--- src/hdl/rectangle_subtract_split_defines.svh ---
// ----------------------------------------------------------------------------
// Rectangle subtract split: assertion macros
// Shared concurrent assertion forms, clocked on i_clk, off during reset.
// ----------------------------------------------------------------------------
`ifndef RECTANGLE_SUBTRACT_SPLIT_DEFINES_SVH
`define RECTANGLE_SUBTRACT_SPLIT_DEFINES_SVH

// Same-cycle implication.
`define RSS_ASSERT_NOW(lbl, ante, cons, msg) \
    lbl: assert property (@(posedge i_clk) disable iff (!i_rst_n) (ante) |-> (cons)) \
        else $error(msg);

// Next-cycle implication.
`define RSS_ASSERT_NEXT(lbl, ante, cons, msg) \
    lbl: assert property (@(posedge i_clk) disable iff (!i_rst_n) (ante) |=> (cons)) \
        else $error(msg);

`endif

--- src/hdl/rss_pkg.sv ---
// ----------------------------------------------------------------------------
// Rectangle subtract split: package
// Shared constants, codes and inter-stage control structs.
// ----------------------------------------------------------------------------
package rss_pkg;

    localparam int CoordWidthDef = 16;

    // Edge positions inside a packed rectangle
    localparam int EdgeL = 0;
    localparam int EdgeT = 1;
    localparam int EdgeR = 2;
    localparam int EdgeB = 3;

    // Outcome codes
    localparam logic [2:0] OutSplit    = 3'd0;
    localparam logic [2:0] OutSrcEmpty = 3'd1;
    localparam logic [2:0] OutCutEmpty = 3'd2;
    localparam logic [2:0] OutSame     = 3'd3;
    localparam logic [2:0] OutDisjoint = 3'd4;
    localparam logic [2:0] OutCovered  = 3'd5;

    // Piece slots in emission order
    localparam logic [2:0] SlotLT = 3'd0;
    localparam logic [2:0] SlotLB = 3'd1;
    localparam logic [2:0] SlotLM = 3'd2;
    localparam logic [2:0] SlotRT = 3'd3;
    localparam logic [2:0] SlotRB = 3'd4;
    localparam logic [2:0] SlotRM = 3'd5;
    localparam logic [2:0] SlotTM = 3'd6;
    localparam logic [2:0] SlotBM = 3'd7;

    localparam int NumSlots = 8;

    typedef struct packed {
        logic src_empty;
        logic cut_empty;
        logic same;
        logic disjoint;
        logic covered;
        logic hl;
        logic hr;
        logic ht;
        logic hb;
    } t_cmp;

    typedef struct packed {
        logic [2:0]          outcome;
        logic                pass;
        logic [NumSlots-1:0] mask;
    } t_plan;

endpackage

--- src/hdl/rss_in_if.sv ---
// ----------------------------------------------------------------------------
// Rectangle subtract split: input channel
// Source and cut rectangles with valid/ready handshake.
// ----------------------------------------------------------------------------
interface rss_in_if #(
    parameter int COORD_WIDTH = rss_pkg::CoordWidthDef
);
    logic                          valid;
    logic                          ready;
    logic signed [COORD_WIDTH-1:0] src_left;
    logic signed [COORD_WIDTH-1:0] src_top;
    logic signed [COORD_WIDTH-1:0] src_right;
    logic signed [COORD_WIDTH-1:0] src_bottom;
    logic signed [COORD_WIDTH-1:0] cut_left;
    logic signed [COORD_WIDTH-1:0] cut_top;
    logic signed [COORD_WIDTH-1:0] cut_right;
    logic signed [COORD_WIDTH-1:0] cut_bottom;

    modport source (
        output valid, src_left, src_top, src_right, src_bottom,
               cut_left, cut_top, cut_right, cut_bottom,
        input  ready
    );
    modport sink (
        input  valid, src_left, src_top, src_right, src_bottom,
               cut_left, cut_top, cut_right, cut_bottom,
        output ready
    );
endinterface

--- src/hdl/rss_out_if.sv ---
// ----------------------------------------------------------------------------
// Rectangle subtract split: result channel
// One remaining piece or a status item per handshake.
// ----------------------------------------------------------------------------
interface rss_out_if #(
    parameter int COORD_WIDTH = rss_pkg::CoordWidthDef
);
    logic                          valid;
    logic                          ready;
    logic signed [COORD_WIDTH-1:0] piece_left;
    logic signed [COORD_WIDTH-1:0] piece_top;
    logic signed [COORD_WIDTH-1:0] piece_right;
    logic signed [COORD_WIDTH-1:0] piece_bottom;
    logic                          piece_valid;
    logic [2:0]                    outcome;
    logic                          last_piece;

    modport source (
        output valid, piece_left, piece_top, piece_right, piece_bottom,
               piece_valid, outcome, last_piece,
        input  ready
    );
    modport sink (
        input  valid, piece_left, piece_top, piece_right, piece_bottom,
               piece_valid, outcome, last_piece,
        output ready
    );
endinterface

--- src/hdl/rss_cmp.sv ---
// ----------------------------------------------------------------------------
// Rectangle subtract split: compare stage
// Registers the edges and every edge comparison the later stages need.
// ----------------------------------------------------------------------------
module rss_cmp #(
    parameter int COORD_WIDTH = rss_pkg::CoordWidthDef
) (
    input  logic                      i_clk,
    input  logic                      i_rst_n,
    rss_in_if.sink                    i_item,
    output logic                      o_valid,
    input  logic                      i_ready,
    output logic [3:0][COORD_WIDTH-1:0] o_src,
    output logic [3:0][COORD_WIDTH-1:0] o_cut,
    output rss_pkg::t_cmp             o_flags
);
    logic                          r_valid;
    logic [3:0][COORD_WIDTH-1:0]   r_src;
    logic [3:0][COORD_WIDTH-1:0]   r_cut;
    rss_pkg::t_cmp                 r_flags;
    rss_pkg::t_cmp                 n_flags;
    logic                          advance;

    logic signed [COORD_WIDTH-1:0] sl, st, sr, sb, cl, ct, cr, cb;

    assign sl = i_item.src_left;
    assign st = i_item.src_top;
    assign sr = i_item.src_right;
    assign sb = i_item.src_bottom;
    assign cl = i_item.cut_left;
    assign ct = i_item.cut_top;
    assign cr = i_item.cut_right;
    assign cb = i_item.cut_bottom;

    assign advance      = !r_valid || i_ready;
    assign i_item.ready = advance;

    always_comb begin
        n_flags.src_empty = (sr <= sl) || (sb <= st);
        n_flags.cut_empty = (cr <= cl) || (cb <= ct);
        n_flags.same      = (cl == sl) && (ct == st) && (cr == sr) && (cb == sb);
        n_flags.disjoint  = (cl >= sr) || (cr <= sl) || (ct >= sb) || (cb <= st);
        n_flags.covered   = (sl >= cl) && (sr <= cr) && (st >= ct) && (sb <= cb);
        n_flags.hl        = (cl > sl) && (cl < sr);
        n_flags.hr        = (cr < sr) && (cr > sl);
        n_flags.ht        = (ct > st) && (ct < sb);
        n_flags.hb        = (cb < sb) && (cb > st);
    end

    always_ff @(posedge i_clk) begin
        if (!i_rst_n) begin
            r_valid <= 1'b0;
        end else if (advance) begin
            r_valid <= i_item.valid;
        end
        if (advance) begin
            r_src   <= {sb, sr, st, sl};
            r_cut   <= {cb, cr, ct, cl};
            r_flags <= n_flags;
        end
    end

    assign o_valid = r_valid;
    assign o_src   = r_src;
    assign o_cut   = r_cut;
    assign o_flags = r_flags;
endmodule

--- src/hdl/rss_plan.sv ---
// ----------------------------------------------------------------------------
// Rectangle subtract split: plan stage
// Picks the outcome, the piece mask and the middle band edges.
// ----------------------------------------------------------------------------
module rss_plan #(
    parameter int COORD_WIDTH = rss_pkg::CoordWidthDef
) (
    input  logic                        i_clk,
    input  logic                        i_rst_n,
    input  logic                        i_valid,
    output logic                        o_ready,
    input  logic [3:0][COORD_WIDTH-1:0] i_src,
    input  logic [3:0][COORD_WIDTH-1:0] i_cut,
    input  rss_pkg::t_cmp               i_flags,
    output logic                        o_valid,
    input  logic                        i_ready,
    output logic [3:0][COORD_WIDTH-1:0] o_src,
    output logic [3:0][COORD_WIDTH-1:0] o_cut,
    output logic [3:0][COORD_WIDTH-1:0] o_mid,
    output rss_pkg::t_plan              o_plan
);
    logic                        r_valid;
    logic [3:0][COORD_WIDTH-1:0] r_src;
    logic [3:0][COORD_WIDTH-1:0] r_cut;
    logic [3:0][COORD_WIDTH-1:0] r_mid;
    rss_pkg::t_plan              r_plan;
    rss_pkg::t_plan              n_plan;
    logic [3:0][COORD_WIDTH-1:0] n_mid;
    logic [rss_pkg::NumSlots-1:0] split_mask;
    logic                        advance;

    assign advance = !r_valid || i_ready;
    assign o_ready = advance;

    // Slot order: LT LB LM RT RB RM TM BM
    assign split_mask = {i_flags.hb,
                         i_flags.ht,
                         i_flags.hr,
                         i_flags.hr & i_flags.hb,
                         i_flags.hr & i_flags.ht,
                         i_flags.hl,
                         i_flags.hl & i_flags.hb,
                         i_flags.hl & i_flags.ht};

    always_comb begin
        n_plan.outcome = rss_pkg::OutSplit;
        n_plan.pass    = 1'b0;
        n_plan.mask    = rss_pkg::NumSlots'(1);
        if (i_flags.src_empty) begin
            n_plan.outcome = rss_pkg::OutSrcEmpty;
        end else if (i_flags.cut_empty) begin
            n_plan.outcome = rss_pkg::OutCutEmpty;
            n_plan.pass    = 1'b1;
        end else if (i_flags.same) begin
            n_plan.outcome = rss_pkg::OutSame;
        end else if (i_flags.disjoint) begin
            n_plan.outcome = rss_pkg::OutDisjoint;
            n_plan.pass    = 1'b1;
        end else if (i_flags.covered || split_mask == '0) begin
            n_plan.outcome = rss_pkg::OutCovered;
        end else begin
            n_plan.mask = split_mask;
        end

        n_mid[rss_pkg::EdgeL] = i_flags.hl ? i_cut[rss_pkg::EdgeL] : i_src[rss_pkg::EdgeL];
        n_mid[rss_pkg::EdgeR] = i_flags.hr ? i_cut[rss_pkg::EdgeR] : i_src[rss_pkg::EdgeR];
        n_mid[rss_pkg::EdgeT] = i_flags.ht ? i_cut[rss_pkg::EdgeT] : i_src[rss_pkg::EdgeT];
        n_mid[rss_pkg::EdgeB] = i_flags.hb ? i_cut[rss_pkg::EdgeB] : i_src[rss_pkg::EdgeB];
    end

    always_ff @(posedge i_clk) begin
        if (!i_rst_n) begin
            r_valid <= 1'b0;
        end else if (advance) begin
            r_valid <= i_valid;
        end
        if (advance) begin
            r_src  <= i_src;
            r_cut  <= i_cut;
            r_mid  <= n_mid;
            r_plan <= n_plan;
        end
    end

    assign o_valid = r_valid;
    assign o_src   = r_src;
    assign o_cut   = r_cut;
    assign o_mid   = r_mid;
    assign o_plan  = r_plan;
endmodule

--- src/hdl/rss_emit.sv ---
// ----------------------------------------------------------------------------
// Rectangle subtract split: emit stage
// Walks the piece mask one slot a cycle into the output register, holding while a result waits on ready.
// ----------------------------------------------------------------------------
`include "rectangle_subtract_split_defines.svh"

module rss_emit #(
    parameter int COORD_WIDTH = rss_pkg::CoordWidthDef
) (
    input  logic                        i_clk,
    input  logic                        i_rst_n,
    input  logic                        i_valid,
    output logic                        o_ready,
    input  logic [3:0][COORD_WIDTH-1:0] i_src,
    input  logic [3:0][COORD_WIDTH-1:0] i_cut,
    input  logic [3:0][COORD_WIDTH-1:0] i_mid,
    input  rss_pkg::t_plan              i_plan,
    rss_out_if.source                   o_res
);
    localparam int N = rss_pkg::NumSlots;

    logic                        r_busy;
    logic [N-1:0]                r_mask;
    logic [3:0][COORD_WIDTH-1:0] r_src;
    logic [3:0][COORD_WIDTH-1:0] r_cut;
    logic [3:0][COORD_WIDTH-1:0] r_mid;
    logic [2:0]                  r_outcome;
    logic                        r_pass;

    logic                        r_ov;
    logic [3:0][COORD_WIDTH-1:0] r_piece;
    logic                        r_pvalid;
    logic [2:0]                  r_res_outcome;
    logic                        r_last;

    logic [2:0]                  slot;
    logic [N-1:0]                n_mask;
    logic [3:0][COORD_WIDTH-1:0] n_piece;
    logic                        emit_go;
    logic                        take;
    logic                        load;
    logic                        split;

    // Lowest pending slot goes first
    always_comb begin
        slot = rss_pkg::SlotLT;
        for (int k = N - 1; k >= 0; k--) begin
            if (r_mask[k]) begin
                slot = 3'(k);
            end
        end
    end

    assign n_mask  = r_mask & ~(N'(1) << slot);
    assign emit_go = r_busy && (!r_ov || o_res.ready);
    assign take    = !r_busy || (emit_go && n_mask == '0);
    assign load    = take && i_valid;
    assign o_ready = take;
    assign split   = (r_outcome == rss_pkg::OutSplit);

    always_comb begin
        n_piece = '0;
        if (split) begin
            case (slot)
                rss_pkg::SlotLT: n_piece = {r_cut[rss_pkg::EdgeT], r_cut[rss_pkg::EdgeL],
                                            r_src[rss_pkg::EdgeT], r_src[rss_pkg::EdgeL]};
                rss_pkg::SlotLB: n_piece = {r_src[rss_pkg::EdgeB], r_cut[rss_pkg::EdgeL],
                                            r_cut[rss_pkg::EdgeB], r_src[rss_pkg::EdgeL]};
                rss_pkg::SlotLM: n_piece = {r_mid[rss_pkg::EdgeB], r_cut[rss_pkg::EdgeL],
                                            r_mid[rss_pkg::EdgeT], r_src[rss_pkg::EdgeL]};
                rss_pkg::SlotRT: n_piece = {r_cut[rss_pkg::EdgeT], r_src[rss_pkg::EdgeR],
                                            r_src[rss_pkg::EdgeT], r_cut[rss_pkg::EdgeR]};
                rss_pkg::SlotRB: n_piece = {r_src[rss_pkg::EdgeB], r_src[rss_pkg::EdgeR],
                                            r_cut[rss_pkg::EdgeB], r_cut[rss_pkg::EdgeR]};
                rss_pkg::SlotRM: n_piece = {r_mid[rss_pkg::EdgeB], r_src[rss_pkg::EdgeR],
                                            r_mid[rss_pkg::EdgeT], r_cut[rss_pkg::EdgeR]};
                rss_pkg::SlotTM: n_piece = {r_cut[rss_pkg::EdgeT], r_mid[rss_pkg::EdgeR],
                                            r_src[rss_pkg::EdgeT], r_mid[rss_pkg::EdgeL]};
                rss_pkg::SlotBM: n_piece = {r_src[rss_pkg::EdgeB], r_mid[rss_pkg::EdgeR],
                                            r_cut[rss_pkg::EdgeB], r_mid[rss_pkg::EdgeL]};
                default:         n_piece = '0;
            endcase
        end else if (r_pass) begin
            n_piece = r_src;
        end
    end

    always_ff @(posedge i_clk) begin
        if (!i_rst_n) begin
            r_busy <= 1'b0;
            r_ov   <= 1'b0;
        end else begin
            if (load) begin
                r_busy <= 1'b1;
            end else if (emit_go && n_mask == '0) begin
                r_busy <= 1'b0;
            end
            if (emit_go) begin
                r_ov <= 1'b1;
            end else if (o_res.ready) begin
                r_ov <= 1'b0;
            end
        end

        if (load) begin
            r_mask    <= i_plan.mask;
            r_src     <= i_src;
            r_cut     <= i_cut;
            r_mid     <= i_mid;
            r_outcome <= i_plan.outcome;
            r_pass    <= i_plan.pass;
        end else if (emit_go) begin
            r_mask <= n_mask;
        end

        if (emit_go) begin
            r_piece       <= n_piece;
            r_pvalid      <= split || r_pass;
            r_res_outcome <= r_outcome;
            r_last        <= (n_mask == '0);
        end
    end

    assign o_res.valid        = r_ov;
    assign o_res.piece_left   = r_piece[rss_pkg::EdgeL];
    assign o_res.piece_top    = r_piece[rss_pkg::EdgeT];
    assign o_res.piece_right  = r_piece[rss_pkg::EdgeR];
    assign o_res.piece_bottom = r_piece[rss_pkg::EdgeB];
    assign o_res.piece_valid  = r_pvalid;
    assign o_res.outcome      = r_res_outcome;
    assign o_res.last_piece   = r_last;

    `RSS_ASSERT_NOW(a_busy_has_work, r_busy, r_mask != '0, "emitter busy with empty mask")
    `RSS_ASSERT_NOW(a_status_is_last, r_ov && !r_pvalid, r_last, "status item not last")
    `RSS_ASSERT_NOW(a_split_has_piece, r_ov && r_res_outcome == rss_pkg::OutSplit,
                    r_pvalid, "split item without piece")
    `RSS_ASSERT_NEXT(a_done_goes_idle, emit_go && n_mask == '0 && !load, !r_busy,
                     "emitter stays busy after final piece")
endmodule

--- src/hdl/rectangle_subtract_split.sv ---
// Throughput: one result item per cycle while o_piece is ready; an item
// occupies the emit stage until its last result is issued (1 to 8 results), so
// items enter back to back when each yields one result. The emit stage,
// walking the piece mask one slot a cycle, sets the rate. Reset (synchronous,
// active low) clears all stage valid bits.
// ----------------------------------------------------------------------------
// Rectangle subtract split: top level
// Removes a cut rectangle from a source rectangle and streams the remaining
// area as up to eight non-overlapping pieces, or one status item.
// ----------------------------------------------------------------------------
module rectangle_subtract_split #(
    parameter int COORD_WIDTH = rss_pkg::CoordWidthDef
) (
    input  logic      i_clk,
    input  logic      i_rst_n,
    rss_in_if.sink    i_item,
    rss_out_if.source o_piece
);
    // Stage 1 -> stage 2: edges plus all edge comparisons
    logic                        cmp_valid;
    logic                        cmp_ready;
    logic [3:0][COORD_WIDTH-1:0] cmp_src;
    logic [3:0][COORD_WIDTH-1:0] cmp_cut;
    rss_pkg::t_cmp               cmp_flags;

    // Stage 2 -> emit stage: outcome, piece mask and middle band edges
    logic                        plan_valid;
    logic                        plan_ready;
    logic [3:0][COORD_WIDTH-1:0] plan_src;
    logic [3:0][COORD_WIDTH-1:0] plan_cut;
    logic [3:0][COORD_WIDTH-1:0] plan_mid;
    rss_pkg::t_plan              plan_ctl;

    // Compare every source edge against every cut edge it can meet.
    rss_cmp #(
        .COORD_WIDTH(COORD_WIDTH)
    ) u_cmp (
        .i_clk   (i_clk),
        .i_rst_n (i_rst_n),
        .i_item  (i_item),
        .o_valid (cmp_valid),
        .i_ready (cmp_ready),
        .o_src   (cmp_src),
        .o_cut   (cmp_cut),
        .o_flags (cmp_flags)
    );

    // Resolve the check order into one outcome and the set of pieces to emit.
    rss_plan #(
        .COORD_WIDTH(COORD_WIDTH)
    ) u_plan (
        .i_clk   (i_clk),
        .i_rst_n (i_rst_n),
        .i_valid (cmp_valid),
        .o_ready (cmp_ready),
        .i_src   (cmp_src),
        .i_cut   (cmp_cut),
        .i_flags (cmp_flags),
        .o_valid (plan_valid),
        .i_ready (plan_ready),
        .o_src   (plan_src),
        .o_cut   (plan_cut),
        .o_mid   (plan_mid),
        .o_plan  (plan_ctl)
    );

    // Emit one piece per cycle while o_piece is ready; hold upstream until the last piece is issued.
    // The output register lets the next item load while a result waits.
    rss_emit #(
        .COORD_WIDTH(COORD_WIDTH)
    ) u_emit (
        .i_clk   (i_clk),
        .i_rst_n (i_rst_n),
        .i_valid (plan_valid),
        .o_ready (plan_ready),
        .i_src   (plan_src),
        .i_cut   (plan_cut),
        .i_mid   (plan_mid),
        .i_plan  (plan_ctl),
        .o_res   (o_piece)
    );
endmodule
--- src/flat_wrapper.sv ---
// flat-port wrapper written by rule: the top's interface ports become plain ports
module rectangle_subtract_split_flat 
#(
    parameter int COORD_WIDTH = rss_pkg::CoordWidthDef
)
  (i_clk, i_rst_n, i_item_valid, i_item_src_left, i_item_src_top, i_item_src_right, i_item_src_bottom, i_item_cut_left, i_item_cut_top, i_item_cut_right, i_item_cut_bottom, i_item_ready, o_piece_valid, o_piece_piece_left, o_piece_piece_top, o_piece_piece_right, o_piece_piece_bottom, o_piece_piece_valid, o_piece_outcome, o_piece_last_piece, o_piece_ready);
  rss_in_if #(.COORD_WIDTH(COORD_WIDTH)) i_item_i ();
  rss_out_if #(.COORD_WIDTH(COORD_WIDTH)) o_piece_i ();
  input  logic i_clk;
  input  logic i_rst_n;
  input wire logic [$bits(i_item_i.valid)-1:0] i_item_valid;
  input wire logic [$bits(i_item_i.src_left)-1:0] i_item_src_left;
  input wire logic [$bits(i_item_i.src_top)-1:0] i_item_src_top;
  input wire logic [$bits(i_item_i.src_right)-1:0] i_item_src_right;
  input wire logic [$bits(i_item_i.src_bottom)-1:0] i_item_src_bottom;
  input wire logic [$bits(i_item_i.cut_left)-1:0] i_item_cut_left;
  input wire logic [$bits(i_item_i.cut_top)-1:0] i_item_cut_top;
  input wire logic [$bits(i_item_i.cut_right)-1:0] i_item_cut_right;
  input wire logic [$bits(i_item_i.cut_bottom)-1:0] i_item_cut_bottom;
  output wire logic [$bits(i_item_i.ready)-1:0] i_item_ready;
  output wire logic [$bits(o_piece_i.valid)-1:0] o_piece_valid;
  output wire logic [$bits(o_piece_i.piece_left)-1:0] o_piece_piece_left;
  output wire logic [$bits(o_piece_i.piece_top)-1:0] o_piece_piece_top;
  output wire logic [$bits(o_piece_i.piece_right)-1:0] o_piece_piece_right;
  output wire logic [$bits(o_piece_i.piece_bottom)-1:0] o_piece_piece_bottom;
  output wire logic [$bits(o_piece_i.piece_valid)-1:0] o_piece_piece_valid;
  output wire logic [$bits(o_piece_i.outcome)-1:0] o_piece_outcome;
  output wire logic [$bits(o_piece_i.last_piece)-1:0] o_piece_last_piece;
  input wire logic [$bits(o_piece_i.ready)-1:0] o_piece_ready;
  assign i_item_i.valid = i_item_valid;
  assign i_item_i.src_left = i_item_src_left;
  assign i_item_i.src_top = i_item_src_top;
  assign i_item_i.src_right = i_item_src_right;
  assign i_item_i.src_bottom = i_item_src_bottom;
  assign i_item_i.cut_left = i_item_cut_left;
  assign i_item_i.cut_top = i_item_cut_top;
  assign i_item_i.cut_right = i_item_cut_right;
  assign i_item_i.cut_bottom = i_item_cut_bottom;
  assign i_item_ready = i_item_i.ready;
  assign o_piece_valid = o_piece_i.valid;
  assign o_piece_piece_left = o_piece_i.piece_left;
  assign o_piece_piece_top = o_piece_i.piece_top;
  assign o_piece_piece_right = o_piece_i.piece_right;
  assign o_piece_piece_bottom = o_piece_i.piece_bottom;
  assign o_piece_piece_valid = o_piece_i.piece_valid;
  assign o_piece_outcome = o_piece_i.outcome;
  assign o_piece_last_piece = o_piece_i.last_piece;
  assign o_piece_i.ready = o_piece_ready;
  rectangle_subtract_split #(.COORD_WIDTH(COORD_WIDTH)) u_core (.i_clk(i_clk), .i_rst_n(i_rst_n), .i_item(i_item_i), .o_piece(o_piece_i));
endmodule
--- config.mk ---
export PLATFORM = sky130hd
export DESIGN_NAME = rectangle_subtract_split_flat
export DESIGN_NICKNAME = d
export VERILOG_FILES = /design/src/hdl/rss_pkg.sv /design/src/hdl/rss_in_if.sv /design/src/hdl/rss_out_if.sv /design/src/hdl/rss_cmp.sv /design/src/hdl/rss_plan.sv /design/src/hdl/rss_emit.sv /design/src/hdl/rectangle_subtract_split.sv /design/src/flat_wrapper.sv
export VERILOG_INCLUDE_DIRS = /design/src /design/src/hdl
export SDC_FILE = /design/constraint.sdc
export NUM_CORES = 1
export LEC_CHECK = 0
export ABC_CLOCK_PERIOD_IN_PS = 8080
export BUFFER_PORTS_ARGS = -buffer_cell sky130_fd_sc_hd__buf_2
export CAP_MARGIN = 15
export CORE_MARGIN = 3
export CORE_UTILIZATION = 50
export CTS_CLUSTER_SIZE = 30
export DETAILED_ROUTE_END_ITERATION = 16
export GPL_ROUTABILITY_DRIVEN = 0
export PLACE_DENSITY = 0.7
export SLEW_MARGIN = 20
export SYNTH_ARGS = -nofsm -noshare
export SYNTH_HDL_FRONTEND = slang
export SYNTH_SLANG_ARGS = --single-unit
--- constraint.sdc ---
create_clock -name i_clk -period 8.08 [get_ports i_clk]
set_input_delay 0.808 -clock i_clk [delete_from_list [all_inputs] [get_ports i_clk]]
set_output_delay 0.808 -clock i_clk [all_outputs]
set_load 0.1 [all_outputs]
==> impl_results.md <==
* Cell type with the highest aggregate area in the netlist: edfxtp_1
* Power per cell area at 241 nW/um2
* Share of cells above drive strength 1 at 19.7%
* Initial antenna violation count at 12
* VDD IR-drop max at 0.174 mV
* # port buffers at 202
* Post-CTS Resized at 0
* Critical Path Sink Type: output pin
* Hold-fix buffers, CTS at 0
* Most common library cells after synthesis: edfxtp_1 (614), ha_1 (192), inv_1 (165)
* Crit-path max cell delay at 760 ps
* Seq cells post-synth at 618
* Pre-CTS WS at 3660 ps
* Via count at 14800
* Core Util, Final at 58.6%
* Ys async rst share at 0%
* Most common cell in the netlist: edfxtp_1
* Core Box Area at 50700 um2
* Global-route wire length before repair at 87200 um
* Most used flip-flop cell after synthesis: edfxtp_1
* Htree depth at 2
* Count of final setup violators at 0
* Critical path cell sequence: nor3_1, a21boi_0, o32ai_1, o211ai_1, and3_1, nand2_4, buf_2
* Register area share after synthesis at 71.6%
* P_leak at 0.0119 uW
* Drt initial violations at 1580
* HP Class: reg -> reg
* RSZ-0062 raised after global routing: false
* Final hold vios at 0
* Clk root buf: clkbuf_16
* Number of global-route vias before repair at 14400
* Max Clk Rate at 198 MHz
* Req. time, crit path at 7270 ps
* Row cnt at 82
* Post-route DRC at 0
* Clk slew on worst S/H paths at 60 ps
* TritonRoute pass-1 iters at 5
* Post-synth EDFFs at 614
* WL/cell at 22.6 um
* Max clock buf depth at 3
* Setup TNS at 0 ps
* Post-CTS setup buffers at 0
* Synthesized instance count at 1640
* Final total power at 7140 uW
* CTS Buf Count at 60
* Layout area overhead at 14.8%
* Grt total ovfl at 0
* Slew HR at 28.4%
* Top-area cell type share of the netlist area at 71.3%
* Synth top area cells: edfxtp_1 (71%), ha_1 (9.3%), mux2_2 (2.8%), inv_1 (2.4%), a21oi_1 (1.6%)
* Minimum clock period at 5050 ps
* Drt via density at 5.67
* Die width at 233 um
* Critical path class: reg -> out
* Gr usage total at 21.5%
* Clock tree from TritonCTS: yes
* Placement Cell Area at 27700 um2
* Boundary Pins at 203
* Syn_area_per_cell at 15.8 um2
* # clock sinks at 618
* Ys Warns at 0
* Die Footprint at 54500 um2
* Status: complete, no violations
* Synth cell types at 53
* Synthesized Nets at 1964
* WP data arrival at 4250 ps
* Mapped Area at 25900 um2
* Max Cap Violations at 0
* Critical-path top delay cell: nand2_4
* Min setup slack post-route at 3030 ps
* WP buf/inv at 1
* Drt total wl at 58900 um
* Antenna Violating Nets Remaining at 0
* Top Family by Delay on Critical Path: simple AND/OR/NAND/NOR gates
* Max-slew violations at 0
* Layout fillers at 3859
* Largest net degree at the start of global routing at 120
* Initial core utilization at 51.0%
* Nets at 2203
* Die Span Y at 233 um
* Startpoint type of the worst setup path: flop
* Clk Latency, worst-skew pair at 600 ps
* Clock skew at 15.3 ps
* Slew @ Worst Pin at 1070 ps
* Dpl hpwl at 41300 um
* CP max FO at 68
* Fin area at 29700 um2
* Period utilisation layout at 62.5%
[where the power goes]
part           internal [uW]  total [uW]  switching [uW]  leakage [uW]
clock                   1570        2690            1120      0.000933
combinational            219         632             413       0.00479
sequential              3740        3820            83.8       0.00617
[path summary, 6_finish.rpt]
kind	startpoint	to	slack, ps	cells past startpoint
worst max-delay path	u_core.u_emit.r_mask[3]	i_item_ready	3030	7
worst max register to register	u_core.u_emit.r_mask[3]	u_core.u_cmp.o_src[57]	3720	7
worst min register to register	u_core.u_plan.o_cut[33]	u_core.u_emit.r_cut[33]	420	0
worst min-delay path	u_core.u_plan.o_cut[33]	u_core.u_emit.r_cut[33]	420	0
[through the flow]
step                cells  hold WS [ps]
floorplan            1640           400
global placement     2487           401
detailed placement   2487           405
CTS                  2598           387
global route         2610           393
finish               2610           415
[worst reg2reg max path, delay by kind of cell (launching register included)]
family | cells | cell delay, ps
buffers and inverters | 1 | 940
DFF | 1 | 500
AOI/OAI and AO/OA | 3 | 880
and+or+nand+nor | 3 | 1640
[placed cells by master, fill, tap and decap left out, types with 7 or more instances in the layout]
cell type and n:
a211oi_1 12, a21o_1 25, a21oi_1 85, a222oi_1 32, a22o_1 33, and2_1 8
and3_1 10, buf_2 202, buf_4 13, clkbuf_1 14, clkbuf_16 61, clkinv_1 14
clkinv_2 9, diode_2 10, edfxtp_1 614, ha_1 192, inv_1 164, mux2_2 65
mux2i_1 7, nand2_1 33, nand2b_1 14, nand3_1 45, nand4_1 36, nor2_1 43
nor2b_1 13, nor3_1 18, nor4_1 8, o211ai_1 11, o21a_1 11, o21ai_0 61
[logic make-up (layout without fill, tap and decap cells)]
group	after synthesis	in the layout	synth area share (%)
flops	618	618	71.6
fa+ha+maj	192	192	9.28
other cells	0	10	0
compound gates	304	304	7.96
buf+inv	206	494	3.06
mux	72	72	3.10
simple gates	248	248	5.02
[metal layers]
metal / vias up / GRT usage (%) / part of all wire, %
li1: 6878 / - / -
met1: 7277 / 30.5 / 43
met2: 548 / 33.7 / 47
met3: 104 / 3.76 / 6.9
met4: 4 / 7.73 / 3.1
met5: - / 0 / 0.036
[state kept, by name (all words and copies together) (netlist names), 64 cells and up]
name and cells:
u_core.u_cmp.o_src 64, u_core.u_plan.o_cut 64, u_core.u_plan.o_mid 64, u_core.u_cmp.o_cut 64, u_core.u_plan.o_src 64, u_core.u_emit.r_src 64, u_core.u_emit.r_cut 64, u_core.u_emit.r_mid 64
[cell type report]
| type | instances | area [um2] | area share, % |
|---|---|---|---|
| clock inverter | 33 | 292 | 0.982 |
| antenna | 10 | 25.0 | 0.0843 |
| inverter | 166 | 633 | 2.13 |
| multi-input combinational | 816 | 6620 | 22.3 |
| tap | 672 | 841 | 2.83 |
| timing repair buffer | 217 | 1150 | 3.88 |
| sequential | 618 | 18500 | 62.4 |
| clock buffer | 78 | 1620 | 5.46 |
(Power assumes the default switching activity.)
